**config.mk**
```make
export PLATFORM = sky130hd
export DESIGN_NAME = report_by_exception_filter
export DESIGN_NICKNAME = d
export VERILOG_FILES = /design/src/sv/rbe_pkg.sv /design/src/sv/report_by_exception_filter.sv
export SDC_FILE = /design/constraint.sdc
export NUM_CORES = 1
export LEC_CHECK = 0
export ABC_CLOCK_PERIOD_IN_PS = 8000
export BUFFER_PORTS_ARGS = -buffer_cell sky130_fd_sc_hd__buf_2
export CAP_MARGIN = 30
export CORE_ASPECT_RATIO = 0.6
export CORE_MARGIN = 10
export CORE_UTILIZATION = 25
export CTS_CLUSTER_DIAMETER = 120
export CTS_CLUSTER_SIZE = 14
export DETAILED_ROUTE_END_ITERATION = 10
export GPL_ROUTABILITY_DRIVEN = 0
export PLACE_DENSITY = 0.44
export SYNTH_ARGS = -nofsm -noshare
export SYNTH_HDL_FRONTEND = slang
export SYNTH_SLANG_ARGS = --single-unit
```
**constraint.sdc**
```tcl
create_clock -name clk -period 8 [get_ports clk]
set_clock_uncertainty 0.2 [all_clocks]
set_input_delay 0.4 -clock clk [delete_from_list [all_inputs] [get_ports clk]]
set_output_delay 0.4 -clock clk [all_outputs]
set_load 0.01 [all_outputs]
```
**src/sv/rbe_pkg.sv**
```systemverilog
package rbe_pkg;

  // widths of the fixed fields
  localparam int unsigned READING_W   = 16;
  localparam int unsigned LEVEL_W     = 2;
  localparam int unsigned LAST_LVL_W  = 3;
  localparam int unsigned REASON_W    = 3;
  localparam int unsigned COUNT_W     = 32;
  localparam int unsigned THRESH_W    = 16;
  localparam int unsigned INTERVAL_W  = 24;
  localparam int unsigned CFG_DATA_W  = 24;
  localparam int unsigned CFG_IDX_W   = 2;

  // packed word widths, padded to whole bytes
  localparam int unsigned IN_TDATA_W  = 24;
  localparam int unsigned OUT_TDATA_W = 72;

  localparam int unsigned ELAPSED_BITS_DEF = 24;

  // register reset values
  localparam logic [THRESH_W-1:0]   DELTA_RST     = 16'd50;
  localparam logic [INTERVAL_W-1:0] HEARTBEAT_RST = 24'd30000;
  localparam logic [INTERVAL_W-1:0] MIN_INT_RST   = 24'd5000;

  // emergency handling
  localparam logic [INTERVAL_W-1:0] EMERGENCY_FLOOR_MS = 24'd2000;
  localparam logic [LAST_LVL_W-1:0] EMERGENCY_LEVEL    = 3'd2;
  localparam logic [LAST_LVL_W-1:0] NO_LEVEL           = 3'd7;

  typedef enum logic [REASON_W-1:0] {
    RSN_RATE      = 3'd0,
    RSN_FIRST     = 3'd1,
    RSN_LEVEL     = 3'd2,
    RSN_HEARTBEAT = 3'd3,
    RSN_DELTA     = 3'd4,
    RSN_SAME      = 3'd5
  } reason_t;

  typedef enum logic [CFG_IDX_W-1:0] {
    CFG_DELTA     = 2'd0,
    CFG_HEARTBEAT = 2'd1,
    CFG_MIN_INT   = 2'd2
  } cfg_idx_t;

  typedef enum logic {
    OP_TICK   = 1'b0,
    OP_SAMPLE = 1'b1
  } op_t;

endpackage

```
**src/sv/report_by_exception_filter.sv**
```systemverilog
// Report-by-exception filter. Each input word is either a one millisecond tick
// (in_tuser = 0) or a sensor sample (in_tuser = 1, reading and alarm level in
// in_tdata). Ticks advance a saturating counter of time since the last send and
// give no output; every sample gives exactly one output word with the send
// decision, its reason and the running sent and dropped totals. The block
// takes one word per clock unless a sample waits for the output register to be
// taken: a word is registered in the input register, judged there against the
// filter state, and the verdict sits in the output register until taken; the
// state update for one item is visible to the very next one. Registers are
// written through the cfg port (index 0 delta threshold, 1 heartbeat,
// 2 minimum interval, others ignored); write them only while the block is idle.
module report_by_exception_filter #(
  parameter int unsigned ELAPSED_BITS = rbe_pkg::ELAPSED_BITS_DEF
) (
  input  logic                                 clk,
  input  logic                                 rst_n,
  // input words
  input  logic                                 in_tvalid,
  output logic                                 in_tready,
  input  logic [rbe_pkg::IN_TDATA_W-1:0]       in_tdata,  // reading[15:0], level[17:16]
  input  logic [0:0]                           in_tuser,  // op[0]
  // result words
  output logic                                 out_tvalid,
  input  logic                                 out_tready,
  output logic [rbe_pkg::OUT_TDATA_W-1:0]      out_tdata, // reason[2:0], sent_total[34:3],
                                                          // dropped_total[66:35]
  output logic [0:0]                           out_tuser, // send[0]
  // register writes
  input  logic                                 cfg_valid,
  output logic                                 cfg_ready,
  input  logic [rbe_pkg::CFG_IDX_W-1:0]        cfg_index,
  input  logic [rbe_pkg::CFG_DATA_W-1:0]       cfg_data
);

  // compare width covering both the counter and the interval registers
  localparam int unsigned CMP_W = (ELAPSED_BITS > rbe_pkg::INTERVAL_W) ?
                                  ELAPSED_BITS : rbe_pkg::INTERVAL_W;

  // config registers
  logic [rbe_pkg::THRESH_W-1:0]   delta_thr_r;
  logic [rbe_pkg::INTERVAL_W-1:0] heartbeat_r;
  logic [rbe_pkg::INTERVAL_W-1:0] min_int_r;

  // input stage
  logic                          s1_valid_r;
  logic                          s1_op_r;
  logic [rbe_pkg::READING_W-1:0] s1_reading_r;
  logic [rbe_pkg::LEVEL_W-1:0]   s1_level_r;

  // filter state
  logic [ELAPSED_BITS-1:0]         elapsed_r, elapsed_nxt;
  logic [rbe_pkg::READING_W-1:0]   last_value_r;
  logic                            have_sent_r;
  logic [rbe_pkg::LAST_LVL_W-1:0]  last_level_r, last_level_nxt;
  logic [rbe_pkg::COUNT_W-1:0]     sent_count_r, sent_count_nxt;
  logic [rbe_pkg::COUNT_W-1:0]     dropped_count_r, dropped_count_nxt;

  // output stage
  logic                            out_valid_r;
  logic                            out_send_r;
  rbe_pkg::reason_t                out_reason_r;
  logic [rbe_pkg::COUNT_W-1:0]     out_sent_r;
  logic [rbe_pkg::COUNT_W-1:0]     out_dropped_r;

  // judge path
  logic                            s1_is_sample;
  logic                            out_free;
  logic                            s1_fire;
  logic                            sample_fire;
  logic                            tick_fire;
  logic                            send;
  rbe_pkg::reason_t                reason;
  logic [rbe_pkg::LAST_LVL_W-1:0]  level_ext;
  logic [rbe_pkg::INTERVAL_W-1:0]  eff_int;
  logic [CMP_W-1:0]                elapsed_cmp;
  logic                            rate_hit;
  logic                            hb_hit;
  logic signed [rbe_pkg::READING_W:0] diff;
  logic [rbe_pkg::READING_W:0]     mag;
  logic                            delta_hit;

  // handshake
  assign s1_is_sample = (s1_op_r == rbe_pkg::OP_SAMPLE);
  assign out_free     = !out_valid_r || out_tready;
  assign s1_fire      = s1_valid_r && (!s1_is_sample || out_free);
  assign sample_fire  = s1_fire && s1_is_sample;
  assign tick_fire    = s1_fire && !s1_is_sample;
  assign in_tready    = !s1_valid_r || s1_fire;
  assign cfg_ready    = 1'b1;

  // send decision
  always_comb begin
    level_ext   = {1'b0, s1_level_r};
    elapsed_cmp = CMP_W'(elapsed_r);
    eff_int     = min_int_r;
    if ((level_ext == rbe_pkg::EMERGENCY_LEVEL) &&
        (last_level_r != rbe_pkg::EMERGENCY_LEVEL) &&
        (rbe_pkg::EMERGENCY_FLOOR_MS < min_int_r)) begin
      eff_int = rbe_pkg::EMERGENCY_FLOOR_MS;
    end
    rate_hit  = elapsed_cmp < CMP_W'(eff_int);
    hb_hit    = elapsed_cmp >= CMP_W'(heartbeat_r);
    diff      = $signed({s1_reading_r[rbe_pkg::READING_W-1], s1_reading_r}) -
                $signed({last_value_r[rbe_pkg::READING_W-1], last_value_r});
    mag       = diff[rbe_pkg::READING_W] ? (rbe_pkg::READING_W+1)'(-diff) :
                                           $unsigned(diff);
    delta_hit = mag >= {1'b0, delta_thr_r};

    send   = 1'b0;
    reason = rbe_pkg::RSN_SAME;
    if (!have_sent_r) begin
      send   = 1'b1;
      reason = rbe_pkg::RSN_FIRST;
    end else if (rate_hit) begin
      reason = rbe_pkg::RSN_RATE;
    end else if (level_ext != last_level_r) begin
      send   = 1'b1;
      reason = rbe_pkg::RSN_LEVEL;
    end else if (hb_hit) begin
      send   = 1'b1;
      reason = rbe_pkg::RSN_HEARTBEAT;
    end else if (delta_hit) begin
      send   = 1'b1;
      reason = rbe_pkg::RSN_DELTA;
    end
  end

  // next state
  always_comb begin
    elapsed_nxt       = elapsed_r;
    last_level_nxt    = last_level_r;
    sent_count_nxt    = sent_count_r;
    dropped_count_nxt = dropped_count_r;
    if (tick_fire && (elapsed_r != {ELAPSED_BITS{1'b1}})) begin
      elapsed_nxt = elapsed_r + ELAPSED_BITS'(1);
    end
    if (sample_fire) begin
      if (send) begin
        elapsed_nxt    = '0;
        last_level_nxt = level_ext;
        sent_count_nxt = sent_count_r + rbe_pkg::COUNT_W'(1);
      end else if (reason == rbe_pkg::RSN_RATE) begin
        dropped_count_nxt = dropped_count_r + rbe_pkg::COUNT_W'(1);
      end
    end
  end

  // config registers
  always_ff @(posedge clk) begin
    if (!rst_n) begin
      delta_thr_r <= rbe_pkg::DELTA_RST;
      heartbeat_r <= rbe_pkg::HEARTBEAT_RST;
      min_int_r   <= rbe_pkg::MIN_INT_RST;
    end else if (cfg_valid && cfg_ready) begin
      case (cfg_index)
        rbe_pkg::CFG_DELTA:     delta_thr_r <= cfg_data[rbe_pkg::THRESH_W-1:0];
        rbe_pkg::CFG_HEARTBEAT: heartbeat_r <= cfg_data;
        rbe_pkg::CFG_MIN_INT:   min_int_r   <= cfg_data;
        default: ;
      endcase
    end
  end

  // input stage
  always_ff @(posedge clk) begin
    if (!rst_n) begin
      s1_valid_r <= 1'b0;
    end else if (in_tready) begin
      s1_valid_r <= in_tvalid;
    end
  end

  always_ff @(posedge clk) begin
    if (in_tready && in_tvalid) begin
      s1_op_r      <= in_tuser[0];
      s1_reading_r <= in_tdata[rbe_pkg::READING_W-1:0];
      s1_level_r   <= in_tdata[rbe_pkg::READING_W +: rbe_pkg::LEVEL_W];
    end
  end

  // filter state
  always_ff @(posedge clk) begin
    if (!rst_n) begin
      elapsed_r       <= '0;
      have_sent_r     <= 1'b0;
      last_level_r    <= rbe_pkg::NO_LEVEL;
      sent_count_r    <= '0;
      dropped_count_r <= '0;
    end else begin
      elapsed_r       <= elapsed_nxt;
      last_level_r    <= last_level_nxt;
      sent_count_r    <= sent_count_nxt;
      dropped_count_r <= dropped_count_nxt;
      if (sample_fire && send) begin
        have_sent_r <= 1'b1;
      end
    end
  end

  // last sent value, no reset needed
  always_ff @(posedge clk) begin
    if (sample_fire && send) begin
      last_value_r <= s1_reading_r;
    end
  end

  // output register
  always_ff @(posedge clk) begin
    if (!rst_n) begin
      out_valid_r <= 1'b0;
    end else if (out_free) begin
      out_valid_r <= sample_fire;
    end
  end

  always_ff @(posedge clk) begin
    if (sample_fire) begin
      out_send_r    <= send;
      out_reason_r  <= reason;
      out_sent_r    <= sent_count_nxt;
      out_dropped_r <= dropped_count_nxt;
    end
  end

  assign out_tvalid = out_valid_r;
  assign out_tuser  = out_send_r;
  assign out_tdata  = rbe_pkg::OUT_TDATA_W'({out_dropped_r, out_sent_r, out_reason_r});

`ifndef SYNTH
  // a sent word never carries a no-send reason
  assert property (@(posedge clk) disable iff (!rst_n)
    out_tvalid && out_tuser[0] |->
      out_reason_r != rbe_pkg::RSN_RATE && out_reason_r != rbe_pkg::RSN_SAME)
    else $error("send flagged with a no-send reason");

  // a held word never carries a send reason
  assert property (@(posedge clk) disable iff (!rst_n)
    out_tvalid && !out_tuser[0] |->
      out_reason_r == rbe_pkg::RSN_RATE || out_reason_r == rbe_pkg::RSN_SAME)
    else $error("drop flagged with a send reason");

  // nothing counted as sent before the first send
  assert property (@(posedge clk) disable iff (!rst_n)
    !have_sent_r |-> sent_count_r == '0)
    else $error("sent count moved before first send");

  // a rate-limited sample bumps the dropped count by one
  assert property (@(posedge clk) disable iff (!rst_n)
    sample_fire && reason == rbe_pkg::RSN_RATE |=>
      dropped_count_r == $past(dropped_count_r) + rbe_pkg::COUNT_W'(1))
    else $error("dropped count not advanced");
`endif

endmodule

```
== After elaboration in Yosys (flattened, before gate mapping) ==
Cells that the tools add are included.

* Memories: 0
* Output and inout port bits: 76
* ROM bits: 0
* RAM bits: 0
* Register bits after elaboration: 261
* Logic and storage cells: 73
* Latch bits: 0

* Bitwise operators: 0
* Mux-type cells: 20
* Divide/modulo/power cells: 0
* Add/sub/neg operators: 5
* Multiply operators: 0
* Reductions and logical operators: 20
* Shift-type cells: 0
* $lt $le $gt $ge: 4
* Equality and inequality tests: 6

{| class="wikitable"
|+ Operators with widths
! kind !! count
|-
| $mux 32 || 5
|-
| $mux 24 || 4
|-
| $add 32x1->32 const B || 2
|-
| $add 24x1->24 const B || 1
|-
| $ge 24x24->1 || 1
|-
| $lt 11x24->1 const A || 1
|-
| $lt 24x24->1 || 1
|-
| $ne 24x24->1 const B || 1
|-
| $ge 17x16->1 || 1
|-
| $mux 17 || 1
|-
| $neg 17->17 || 1
|-
| $sub 16x16->17 || 1
|-
| $mux 3 || 4
|-
| $logic_and 1x1->1 || 8
|-
| $reduce_and 2->1 || 4
|-
| $mux 1 || 6
|-
| $eq 2x2->1 const B || 2
|-
| $logic_not 1->1 || 3
|-
| $logic_not 3->1 || 1
|-
| $logic_or 1x1->1 || 3
|-
| $ne 2x3->1 || 1
|-
| $ne 3x2->1 const B || 1
|-
| $eq 2x1->1 const B || 1
|-
| $logic_not 2->1 || 1
|}

== Logic depth before layout (Yosys ltp) ==
Gate-level depths: netlist (run 1).

* Depth after elaboration: 13
* Mapped depth: 23
* Gate-level depth less buffers: 20

== Worst setup path after synthesis (run 1) ==
Ideal clock, no wire load.

* Path type: register to register
* Start point: reg s1_reading_r[0] (netlist bit)
* End point: reg last_value_r[0] (netlist bit), enable pin
* Required time: 7.412 ns
* Cell stages (with the launch flop): 21
* Setup slack: 2.968 ns
* Arrival: 4.443 ns
* Setup time: 0.388 ns
* Clock period less this slack: 5.032 ns
* Path buffers: 2
* Cell sequence: edfxtp_1 > inv_1 > ha_1 > fa_1 > nand2b_1 > a21oi_2 > nand2_1 > o32a_1 > or3_1 > o21ai_0 > o21ai_0 > xor2_1 > ha_1 > nand2_1 > nor4_1 > nor4_1 > o2bb2ai_1 > o2111a_1 > buf_6 > buf_2 > nor2_1

* Cells in the longest elaborated chain, start to end: 10

{| class="wikitable"
|+ Ends and longest elaborated chain
! what !! line !! RTL
|-
| from (decl) || report_by_exception_filter.sv:47 || <nowiki>logic [rbe_pkg::READING_W-1:0] s1_reading_r;</nowiki>
|-
| from (signal assigned) || report_by_exception_filter.sv:176 || <nowiki>s1_reading_r <= in_tdata[rbe_pkg::READING_W-1:0];</nowiki>
|-
| $sub 16x16->17 (*) || report_by_exception_filter.sv:103 || <nowiki>diff = $signed({s1_reading_r[rbe_pkg::READING_W-1], s1_reading_r}) -</nowiki>
|-
| $neg 17->17 || report_by_exception_filter.sv:105 || <nowiki>mag = diff[rbe_pkg::READING_W] ? (rbe_pkg::READING_W+1)'(-diff) :</nowiki>
|-
| $mux 17 (*) || report_by_exception_filter.sv:105 ||
|-
| $ge 17x16->1 (*) || report_by_exception_filter.sv:107 || <nowiki>delta_hit = mag >= {1'b0, delta_thr_r};</nowiki>
|-
| $mux 1 (*) || report_by_exception_filter.sv:122 || <nowiki>end else if (delta_hit) begin</nowiki>
|-
| $mux 1 (*) || report_by_exception_filter.sv:119 || <nowiki>end else if (hb_hit) begin</nowiki>
|-
| $mux 1 (*) || report_by_exception_filter.sv:116 || <nowiki>end else if (level_ext != last_level_r) begin</nowiki>
|-
| $mux 1 (*) || report_by_exception_filter.sv:114 || <nowiki>end else if (rate_hit) begin</nowiki>
|-
| $mux 1 (*) || report_by_exception_filter.sv:111 || <nowiki>if (!have_sent_r) begin</nowiki>
|-
| $logic_and 1x1->1 (*) || report_by_exception_filter.sv:202 || <nowiki>if (sample_fire && send) begin</nowiki>
|-
| to (signal assigned) || report_by_exception_filter.sv:203 || <nowiki>last_value_r <= s1_reading_r;</nowiki>
|-
| to (decl) || report_by_exception_filter.sv:52 || <nowiki>logic [rbe_pkg::READING_W-1:0] last_value_r;</nowiki>
|}

Mark *: on every way between the ends. The rest lies on a longest branch, timed or not.
A chain may end at the register's enable or synchronous reset.

== Worst setup path in the final report (run 1) ==
* Start point: reg s1_reading_r[0] (netlist bit)
* End point: reg out_sent_r[27] (netlist bit), data pin

* Cells in the longest elaborated chain, start to end: 11

{| class="wikitable"
|+ Ends and longest elaborated chain
! what !! line !! RTL
|-
| $sub 16x16->17 (*) || report_by_exception_filter.sv:103 ||
|-
| $neg 17->17 || report_by_exception_filter.sv:105 ||
|-
| $mux 17 (*) || report_by_exception_filter.sv:105 ||
|-
| $ge 17x16->1 (*) || report_by_exception_filter.sv:107 ||
|-
| $mux 1 (*) || report_by_exception_filter.sv:122 ||
|-
| $mux 1 (*) || report_by_exception_filter.sv:119 ||
|-
| $mux 1 (*) || report_by_exception_filter.sv:116 ||
|-
| $mux 1 (*) || report_by_exception_filter.sv:114 ||
|-
| $mux 1 (*) || report_by_exception_filter.sv:111 ||
|-
| $mux 32 (*) || report_by_exception_filter.sv:138 || <nowiki>if (send) begin</nowiki>
|-
| $mux 32 (*) || report_by_exception_filter.sv:137 || <nowiki>if (sample_fire) begin</nowiki>
|-
| named net sent_count_nxt, one bit || report_by_exception_filter.sv:55 || <nowiki>logic [rbe_pkg::COUNT_W-1:0] sent_count_r, sent_count_nxt;</nowiki>
|-
| to (signal assigned) || report_by_exception_filter.sv:220 || <nowiki>out_sent_r <= sent_count_nxt;</nowiki>
|-
| to (decl) || report_by_exception_filter.sv:62 || <nowiki>logic [rbe_pkg::COUNT_W-1:0] out_sent_r;</nowiki>
|}

The timed path passes the listed nets; every way through them passes the cells marked *.

==> impl_metrics.csv, run 1 <==
group,metric,value,unit
outcome,status,"finished clean",
cts,cts_tree,"done",
timing,fmax,0.1747,GHz
cts,worstSkewPairLatency,550,ps
logic_synthesis,synth_compound_area_frac,0.1030,
drt,wl_per_cell,16.00,µm
critical_path,path_max_fanout,39,
grt,grt_pass1_vias,9799,
grt,grt.overflow.total,0,
drt,detail-route-antenna-nets,0,
timing,slew_violations,0,
critical_path,worst_setup_path_end_kind,"register",
critical_path,path_cells,"inv_1 -> ha_1 -> fa_1 -> nand2b_1 -> a21oi_2 -> o21a_1 -> o21ai_1 -> o22ai_1 -> nor2_1 -> xnor2_1 -> ha_1 -> a21o_1 -> a21o_1 -> a211oi_1 -> nor4_1 -> nor4_1 -> o2bb2ai_1 -> o2111a_1 -> buf_4 -> nor3_1 -> xor2_1",
floorplanning,start_util,0.2525,
floorplanning,rows,65,
power,p_leak,5.999,nW
floorplanning,core-area,52460,µm²
timing,tns,0,ps
floorplanning,die_y,198.3,µm
timing,fin_crit,5723,ps
cts,clock-root-buffer,"clkbuf_16",
timing,setup_violations,0,
logic_synthesis,synth_top_family_by_area,"simple AND/OR/NAND/NOR gates",
critical_path,worst-r2r-cell-count,21,
logic_synthesis,yosys_warnings,0,
power,irDropWorstVdd,0.0001417,V
grt,grt_max_degree,70,
cts,clockBufferDepth,3,
final_layout,instances_no_fill,2269,
critical_path,critical_path_required,8080,ps
critical_path,cpPeakStageDelay,540,ps
logic_synthesis,synth.distinct_cells,72,
timing,period_share,0.7154,
placement,dp_hpwl,26600,µm
flow_run,cap_violations,0,
power,finalPower,2.812,mW
drt,vias_per_cell,4.509,
logic_synthesis,synth_edf_count,103,
placement,numPortBuffers,119,
hold_path,hold_path.class,"input port to register",
final_layout,diodes,0,
logic_synthesis,synth_xor_area_frac,0.06677,
logic_synthesis,synthAdderAreaFrac,0.07990,
floorplanning,die-area,62900,µm²
cts,h-tree-depth,1,
cts,cts_hold_buffers,46,
critical_path,worstReg2RegEnd,"out_sent_r[27]",
logic_synthesis,synth_top_flop_cell,"dfxtp_1",
grt,antenna_found_initial,1,
logic_synthesis,synth_seq_cells,261,
cts,numCtsBuffers,22,
cts,post_cts_resized,0,
timing,hold_ws,34.38,ps
logic_synthesis,synth_area,13250,µm²
logic_synthesis,synth-seq-area-share,0.4722,
hold_path,min_to,"delta_thr_r[2]",
cts,clock_sinks,261,
critical_path,crit_type,"register to register",
final_layout,fin_nets,1691,
critical_path,worst_ep_arrival_time,5800,ps
timing,rsz0062_at_grt,"no",
drt,drc,0,
critical_path,r2r-start,"s1_reading_r[0]",
cts,postCtsSetupRepairBufs,0,
timing,tightest_slew,1005,ps
drt,num_vias,10230,
timing,finalHoldViolations,0,
critical_path,path_buf_inv,2,
cts,clk_pin_slew,70,ps
critical_path,ff2ff_setup_slack,2280,ps
final_layout,final_common_cell,"nand2_1",
logic_synthesis,synth-async-reset-ratio,0,
timing,relSlewSlack,0.3281,
logic_synthesis,syn_avg_cell_area,9.476,µm²
critical_path,slowest_stage,"o22ai_1",
final_layout,layout_common_cells,"nand2_1 (241), dfxtp_1 (158), buf_2 (119)",
power,p_per_area,178.4,nW/µm²
final_layout,drive_above_1_share,0.1188,
drt,firstDrtPassIters,4,
logic_synthesis,synthMuxAreaShare,0.01898,
logic_synthesis,synthCells,1398,
grt,grt_pass1_wl,56460,µm
drt,wl,36310,µm
floorplanning,num_io_pins,132,
final_layout,syn_to_final_growth,19.01,%
hold_path,holdCritStartpoint,"cfg_index[1]",
hold_path,hold_depth,4,
drt,drt-initial-drc-count,604,
critical_path,cp_top_family,"compound AO/OA/AOI/OAI gates",
placement,post-place-cells,2181,
logic_synthesis,synth-simple-area-share,0.2177,
grt,track_usage,0.1123,
critical_path,start_kind,"register",
floorplanning,dieWidth,317.2,µm
-- layer usage --
metal	wire (µm)	track usage
met1	19550	0.1759
met2	14380	0.1551
met3	1831	0.02207
met4	547	0.01882
met5	0	0
-- final cells by class --
type,instances,area [µm²]
fill,5488,36690
multi-input combinational,1009,6477
sequential,261,6256
timing repair buffer,181,1219
tap,703,879.6
clock buffer,38,631.9
inverter,76,286.5
clock inverter,1,16.27
-- synth_stat cells (8+ instances only) --
cell type | number | area (µm²)
xnor2_1 | 45 | 394.1
a211oi_1 | 8 | 60.06
mux2i_1 | 24 | 240.2
or3_1 | 8 | 50.05
and4_1 | 10 | 87.58
xor2_1 | 56 | 490.5
o21ai_0 | 23 | 115.1
nor2_1 | 66 | 247.7
nand2b_1 | 30 | 187.7
nor2b_1 | 14 | 87.58
clkbuf_1 | 38 | 142.6
a21o_1 | 13 | 97.59
ha_1 | 83 | 1039
nand4_1 | 32 | 200.2
o211ai_1 | 17 | 127.6
nor3_1 | 30 | 150.1
dfxtp_1 | 158 | 3163
nand2_1 | 241 | 904.6
a21oi_1 | 95 | 475.5
nand3_1 | 51 | 255.2
and2_1 | 39 | 244.0
and3_1 | 19 | 118.9
inv_1 | 75 | 281.5
edfxtp_1 | 103 | 3093
-- where the power goes --
part	leakage [nW]	switching (mW)	internal (mW)
clock	0.308	0.517	0.538
combinational	3.51	0.190	0.134
sequential	2.18	0.0189	1.41
-- logic make-up after synthesis --
| logic type | Yosys count |
|---|---|
| other cells | 2 |
| flops | 261 |
| compound gates | 215 |
| buf+inv | 132 |
| fa+ha+maj | 84 |
| xor+xnor | 101 |
| mux | 25 |
| simple gates | 578 |
-- worst max path at each step --
stage | cells past startpoint | end | start
floorplan | 20 | last_value_r[0] | s1_reading_r[0]
global placement | 21 | out_sent_r[27] | s1_reading_r[0]
detailed placement | 21 | out_sent_r[27] | s1_reading_r[0]
CTS | 21 | out_sent_r[27] | s1_reading_r[0]
global route | 21 | out_sent_r[24] | s1_reading_r[0]
finish | 21 | out_sent_r[27] | s1_reading_r[0]
-- sequential cells by signal (all words and copies together) (netlist names) --
register and cells:
delta_thr_r 16, dropped_count_r 32, elapsed_cmp 24, have_sent_r 1, heartbeat_r 24, last_level_r 3
last_value_r 16, min_int_r 24, out_dropped_r 32, out_reason_r 3, out_sent_r 32, out_tuser 1
out_tvalid 1, s1_is_sample 1, s1_level_r 2, s1_reading_r 16, s1_valid_r 1, sent_count_r 32
-- worst register-to-register path: stages (launching register included) --
cell	delay, ps
edfxtp_1	350
inv_1	50
ha_1	220
fa_1	400
nand2b_1	210
a21oi_2	250
o21a_1	260
o21ai_1	170
o22ai_1	540
nor2_1	120
xnor2_1	160
ha_1	310
a21o_1	170
a21o_1	170
a211oi_1	270
nor4_1	120
nor4_1	170
o2bb2ai_1	260
o2111a_1	240
buf_4	430
nor3_1	200
xor2_1	200
-- through the flow --
stage / utilization / area (µm²) / setup slack, ps
final: 0.3006 / 15770 / 2277
after global routing: 0.3006 / 15770 / 1807
after CTS: 0.2995 / 15710 / 2270
after detailed placement: 0.2783 / 14600 / 2274
after global placement: 0.2779 / 14580 / 2362
after floorplan: - / 13260 / 2968
Power figures use the tool's default switching activity.
==> run 2, diff against run 1 <==
--- a/config.mk
+++ b/config.mk
@@ -5,7 +5,7 @@
 export SDC_FILE = /design/constraint.sdc
 export NUM_CORES = 1
 export LEC_CHECK = 0
-export ABC_CLOCK_PERIOD_IN_PS = 8000
+export ABC_CLOCK_PERIOD_IN_PS = 5100
 export BUFFER_PORTS_ARGS = -buffer_cell sky130_fd_sc_hd__buf_2
 export CAP_MARGIN = 30
 export CORE_ASPECT_RATIO = 0.6
@@ -15,7 +15,7 @@
 export CTS_CLUSTER_SIZE = 14
 export DETAILED_ROUTE_END_ITERATION = 10
 export GPL_ROUTABILITY_DRIVEN = 0
-export PLACE_DENSITY = 0.44
+export PLACE_DENSITY = 0.46
 export SYNTH_ARGS = -nofsm -noshare
 export SYNTH_HDL_FRONTEND = slang
 export SYNTH_SLANG_ARGS = --single-unit
==> constraint.sdc (replaced) <==
create_clock -name clk -period 5.1 [get_ports clk]
set_clock_uncertainty 0.2 [all_clocks]
set_input_delay 0.255 -clock clk [delete_from_list [all_inputs] [get_ports clk]]
set_output_delay 0.255 -clock clk [all_outputs]
set_load 0.01 [all_outputs]
==> run 2 against run 1 <==
Effect of this change:
- sequential cell count unchanged
- register-to-register slack worse by 2000 ps
- setup slack lost 2000 ps
- worst hold slack gained 58 ps
- design area rose by 3.8%
- sequential share of layout area shrank 1.5 points
- power grew 58%
- combinational power up 74%
- critical path depth rose by 3
- wire length is 1.2% higher
- critical endpoint is now out_sent_r[25]
==> impl_metrics.csv, run 2 (synthesis results as in run 1) <==
group,metric,value,unit
outcome,status,"finished clean",
timing,tightest_slew,1013,ps
timing,fin_crit,4860,ps
timing,fmax,0.2058,GHz
critical_path,worst-r2r-cell-count,24,
timing,hold_ws,92.41,ps
critical_path,worstReg2RegEnd,"out_sent_r[25]",
power,irDropWorstVdd,0.0002333,V
critical_path,crit_type,"register to register",
timing,relSlewSlack,0.3247,
drt,detail-route-antenna-nets,0,
final_layout,fin_nets,1736,
drt,num_vias,10400,
final_layout,instances_no_fill,2313,
floorplanning,num_io_pins,132,
final_layout,n_fill_cell,5464,
drt,vias_per_cell,4.495,
grt,grt.overflow.total,0,
cts,clk_pin_slew,70,ps
grt,grt_max_degree,70,
floorplanning,rows,65,
critical_path,ff2ff_setup_slack,240,ps
critical_path,path_cells,"inv_1 -> ha_2 -> fa_2 -> nand2b_4 -> a21oi_4 -> o21a_1 -> o21ai_2 -> o22ai_1 -> buf_4 -> nor2_1 -> xnor2_1 -> ha_1 -> a21o_1 -> a21o_1 -> a211oi_1 -> buf_4 -> nor4_4 -> nor4_1 -> o2bb2ai_1 -> o2111a_2 -> buf_12 -> clkbuf_16 -> nor3_2 -> xor2_1",
grt,track_usage,0.1125,
power,p_leak,6.264,nW
final_layout,multi_input_area,6663,µm²
placement,numPortBuffers,119,
timing,rsz0062_at_grt,"yes",
timing,tns,0,ps
power,finalPower,4.443,mW
final_layout,postLayoutCoreUtil,0.3120,
cts,numCtsBuffers,22,
critical_path,worst_ep_arrival_time,4950,ps
cts,clock_sinks,261,
timing,finalHoldViolations,0,
cts,h-tree-depth,1,
critical_path,slowest_stage,"fa_2",
power,p_per_area,271.5,nW/µm²
drt,drt-initial-drc-count,553,
cts,clockBufferDepth,3,
critical_path,critical_path_required,5190,ps
drt,wl_per_cell,15.88,µm
grt,antenna_found_initial,0,
floorplanning,start_util,0.2525,
grt,grt_pass1_vias,9953,
timing,period_share,0.9530,
grt,grt_pass1_wl,56940,µm
critical_path,cpPeakStageDelay,350,ps
critical_path,start_kind,"register",
placement,post-place-cells,2218,
final_layout,final_common_cell,"nand2_1",
final_layout,diodes,0,
timing,slew_violations,0,
final_layout,syn_to_final_growth,23.54,%
drt,firstDrtPassIters,5,
critical_path,worst_setup_path_end_kind,"register",
cts,clock-root-buffer,"clkbuf_16",
drt,drc,0,
drt,wl,36740,µm
hold_path,holdCritStartpoint,"rst_n",
critical_path,path_max_fanout,19,
hold_path,hold_path.class,"input port to register",
hold_path,min_to,"last_level_r[2]",
cts,cts_tree,"done",
placement,dp_hpwl,26720,µm
critical_path,r2r-start,"s1_reading_r[0]",
cts,worstSkewPairLatency,550,ps
final_layout,layout_common_cells,"nand2_1 (241), dfxtp_1 (158), buf_2 (119)",
flow_run,cap_violations,0,
timing,setup_violations,0,
critical_path,critPathLaunch,"s1_reading_r[0]",
hold_path,hold_depth,2,
floorplanning,die-area,62900,µm²
floorplanning,dieWidth,317.2,µm
floorplanning,core-area,52460,µm²
floorplanning,die_y,198.3,µm
final_layout,seq_area,6256,µm²
final_layout,drive_above_1_share,0.1584,
-- run 2: worst max-delay path by stage --
stage / end / depth (start not counted)
6_report: out_sent_r[25] / 24
3_3_place_gp: out_sent_r[8] / 23
2_1_floorplan: last_value_r[0] / 20
4_1_cts: out_sent_r[8] / 20
3_5_place_dp: out_sent_r[8] / 20
5_1_grt: out_sent_r[12] / 24
-- run 2: repair_timing --
| item | in CTS | in global routing |
|---|---|---|
| gates resized for setup | 1 | 35 |
| buffers inserted | 0 | 2 |
| pin swaps | 0 | 8 |
| cloned | 0 | 3 |
| hold buffers | 50 | 0 |
| endpoints found under the setup margin | 5 | 106 |
| hold endpoints to repair | 85 | 0 |
-- run 2: stage by stage --
| stage | cell area (µm²) | worst slack (ps) |
|---|---|---|
| 5_1_grt | 16370 | -5.063 |
| 2_1_floorplan | 13260 | 68.27 |
| 3_3_place_gp | 14910 | 66.71 |
| 3_5_place_dp | 14930 | -11.07 |
| 6_report | 16370 | 239.8 |
| 4_1_cts | 16070 | 56.36 |
-- run 2: worst max-delay path, delay by kind of cell (launching register included) --
kind / cells / cell delay (ps)
xor+xnor: 2 / 270
fa+ha+maj: 3 / 850
buf+inv: 5 / 710
compound gates: 9 / 1710
flops: 1 / 340
simple gates: 5 / 530
-- run 2: report_power, final --
| part | switching [mW] | internal [mW] | leakage [nW] |
|---|---|---|---|
| Sequential | 0.0305 | 2.22 | 2.18 |
| Combinational | 0.317 | 0.248 | 3.78 |
| Clock | 0.807 | 0.824 | 0.304 |
-- run 2: layout make-up --
| class | instances | share of cell area |
|---|---|---|
| clock buffer | 36 | 0.03746 |
| clock inverter | 2 | 0.001300 |
| inverter | 76 | 0.01743 |
| multi-input combinational | 1009 | 0.4071 |
| sequential | 261 | 0.3823 |
| tap | 703 | 0.05375 |
| timing repair buffer | 226 | 0.1007 |
-- run 2: per-layer routing --
metal,up-vias,track usage,routed length (µm)
met4,0,0.01709,503
met1,4919,0.1766,20150
met3,28,0.01926,1630
met5,-,0,0
li1,5276,-,-
met2,173,0.1578,14450
==> run 3, diff against run 2 <==
--- a/config.mk
+++ b/config.mk
@@ -10,12 +10,12 @@
 export CAP_MARGIN = 30
 export CORE_ASPECT_RATIO = 0.6
 export CORE_MARGIN = 10
-export CORE_UTILIZATION = 25
+export CORE_UTILIZATION = 33
 export CTS_CLUSTER_DIAMETER = 120
 export CTS_CLUSTER_SIZE = 14
 export DETAILED_ROUTE_END_ITERATION = 10
 export GPL_ROUTABILITY_DRIVEN = 0
-export PLACE_DENSITY = 0.46
+export PLACE_DENSITY = 0.55
 export SYNTH_ARGS = -nofsm -noshare
 export SYNTH_HDL_FRONTEND = slang
 export SYNTH_SLANG_ARGS = --single-unit
==> run 3 against run 2 <==
Effect of this change:
- clock power barely moved
- sequential power barely moved
- largest cell class unchanged
- combinational power fell by 1%
- worst hold slack got worse by 61 ps
==> impl_metrics.csv, run 3 (synthesis results as in run 1) <==
group,metric,value,unit
drt,vias_per_cell,4.924,
drt,firstDrtPassIters,5,
critical_path,path_max_fanout,7,
floorplanning,start_util,0.3364,
timing,slew_violations,0,
drt,detail-route-antenna-nets,0,
final_layout,n_fill_cell,3907,
final_layout,drive_above_1_share,0.1503,
grt,antenna_found_initial,0,
final_layout,syn_to_final_growth,20.64,%
final_layout,final_common_cell,"nand2_1",
timing,setup_violations,0,
final_layout,seq_area,6256,µm²
placement,dp_hpwl,24990,µm
grt,met1_usage,0.1940,
power,p_leak,6.165,nW
grt,grt_pass1_wl,54080,µm
timing,hold_ws,30.99,ps
timing,tightest_slew,1034,ps
critical_path,worst_ep_arrival_time,5100,ps
power,irDropWorstVdd,0.0002072,V
critical_path,path_cells,"ha_1 -> a21oi_2 -> nor3_1 -> a21o_1 -> or3_1 -> and2_1 -> o31ai_2 -> xnor2_1 -> ha_1 -> nand4_1 -> a21oi_1 -> o21ai_0 -> o2bb2ai_2 -> o2111a_2 -> clkbuf_16 -> clkbuf_4 -> or4_4 -> a21oi_1",
final_layout,postLayoutCoreUtil,0.4059,
grt,busiest_layer,"met2",
placement,dpl_cell_area,14550,µm²
final_layout,multi_input_area,6676,µm²
cts,worstSkewPairLatency,530,ps
grt,grtUsageMet2,0.2040,
floorplanning,die_y,175.2,µm
cts,clk_pin_slew,70,ps
floorplanning,dieWidth,278.7,µm
hold_path,hold_path.class,"input port to register",
critical_path,path_buf_inv,2,
floorplanning,num_io_pins,132,
grt,track_usage,0.1349,
critical_path,crit_type,"register to register",
final_layout,fin_nets,1717,
critical_path,worst_setup_path_end_kind,"register",
drt,drt-initial-drc-count,608,
critical_path,cp_top_family,"compound AO/OA/AOI/OAI gates",
critical_path,cpPeakStageDelay,490,ps
timing,relSlewSlack,0.3084,
critical_path,slowest_stage,"or4_4",
final_layout,layout_common_cells,"nand2_1 (241), dfxtp_1 (158), buf_2 (119)",
grt,grt_max_degree,70,
cts,h-tree-depth,1,
timing,period_share,0.9513,
cts,clock_sinks,261,
grt,use_met3,0.02474,
drt,num_vias,10400,
drt,wl,34420,µm
floorplanning,die-area,48820,µm²
power,p_per_area,276.1,nW/µm²
final_layout,diodes,0,
critical_path,critical_path_required,5350,ps
critical_path,start_kind,"register",
grt,grt_pass1_vias,9931,
placement,numPortBuffers,119,
cts,clock-root-buffer,"clkbuf_16",
drt,drc,0,
timing,finalHoldViolations,0,
grt,grt.overflow.total,0,
final_layout,stdcell_area,15980,µm²
timing,fin_crit,4851,ps
drt,wl_per_cell,16.30,µm
floorplanning,rows,56,
outcome,status,"finished clean",
flow_run,cap_violations,0,
cts,numCtsBuffers,22,
timing,fmax,0.2061,GHz
floorplanning,core-area,39380,µm²
cts,clockBufferDepth,3,
cts,cts_tree,"done",
==> run 3: changes by cell type in the layout (fill, tap and decap cells not counted), sizes merged <==
cell and change:
buf -19, clkbuf +1, clkinv -2, clkinvlp +1, dlygate4sd3 -1
==> run 3: worst register-to-register path, delay by kind of cell, from the launching register on <==
kind / cells / cell delay (ps)
AO/OA/AOI/OAI: 8 / 1640
XOR/XNOR: 1 / 90
adder cells (fa/ha/maj): 2 / 730
buffers and inverters: 2 / 360
flip-flops: 1 / 410
AND/OR/NAND/NOR: 5 / 1370
==> run 3: metrics by stage <==
step	cells	setup TNS (ps)	setup slack [ps]	power, mW
finish	2112	0	248.5	4.412
global route	2112	-3.771	-3.754	4.614
CTS	2102	0	7.007	4.446
detailed placement	2016	0	33.12	2.789
global placement	2013	0	87.70	2.775
floorplan	1402	0	68.27	2.623
==> run 3: worst paths after layout <==
| check | cells after the start | endpoint | startpoint | slack, ps |
|---|---|---|---|---|
| worst max-delay path | 18 | sent_count_r[7] | s1_reading_r[6] | 250 |
| worst min-delay path | 5 | delta_thr_r[3] | cfg_index[1] | 30 |
| worst max register to register | 18 | sent_count_r[7] | s1_reading_r[6] | 250 |
| worst min register to register | 0 | last_value_r[0] | s1_reading_r[0] | 250 |
==> run 3: cell type report <==
| class | count | share of cell area |
|---|---|---|
| multi-input combinational | 1009 | 0.4178 |
| sequential | 261 | 0.3915 |
| timing repair buffer | 207 | 0.09254 |
| tap | 522 | 0.04087 |
| clock buffer | 36 | 0.03907 |
| inverter | 76 | 0.01785 |
| clock inverter | 1 | 0.0004697 |
==> run 3: power breakdown <==
| part | switching [mW] | internal, mW | leakage [nW] |
|---|---|---|---|
| sequential | 0.0294 | 2.22 | 2.18 |
| clock | 0.774 | 0.835 | 0.299 |
| combinational | 0.312 | 0.245 | 3.69 |
| total | 1.12 | 3.30 | 6.16 |
==> run 3: timing repair <==
item	in CTS	in global routing
endpoints found under the hold margin	90	0
setup buffers	0	8
hold buffers	49	0
gates resized for setup	0	41
setup endpoints to repair	0	109
==> run 3: routing by layer <==
layer,part of all wire,routed length [µm]
met2,0.42,14500
met4,0.023,779
met5,0,0
met3,0.045,1541
met1,0.51,17590
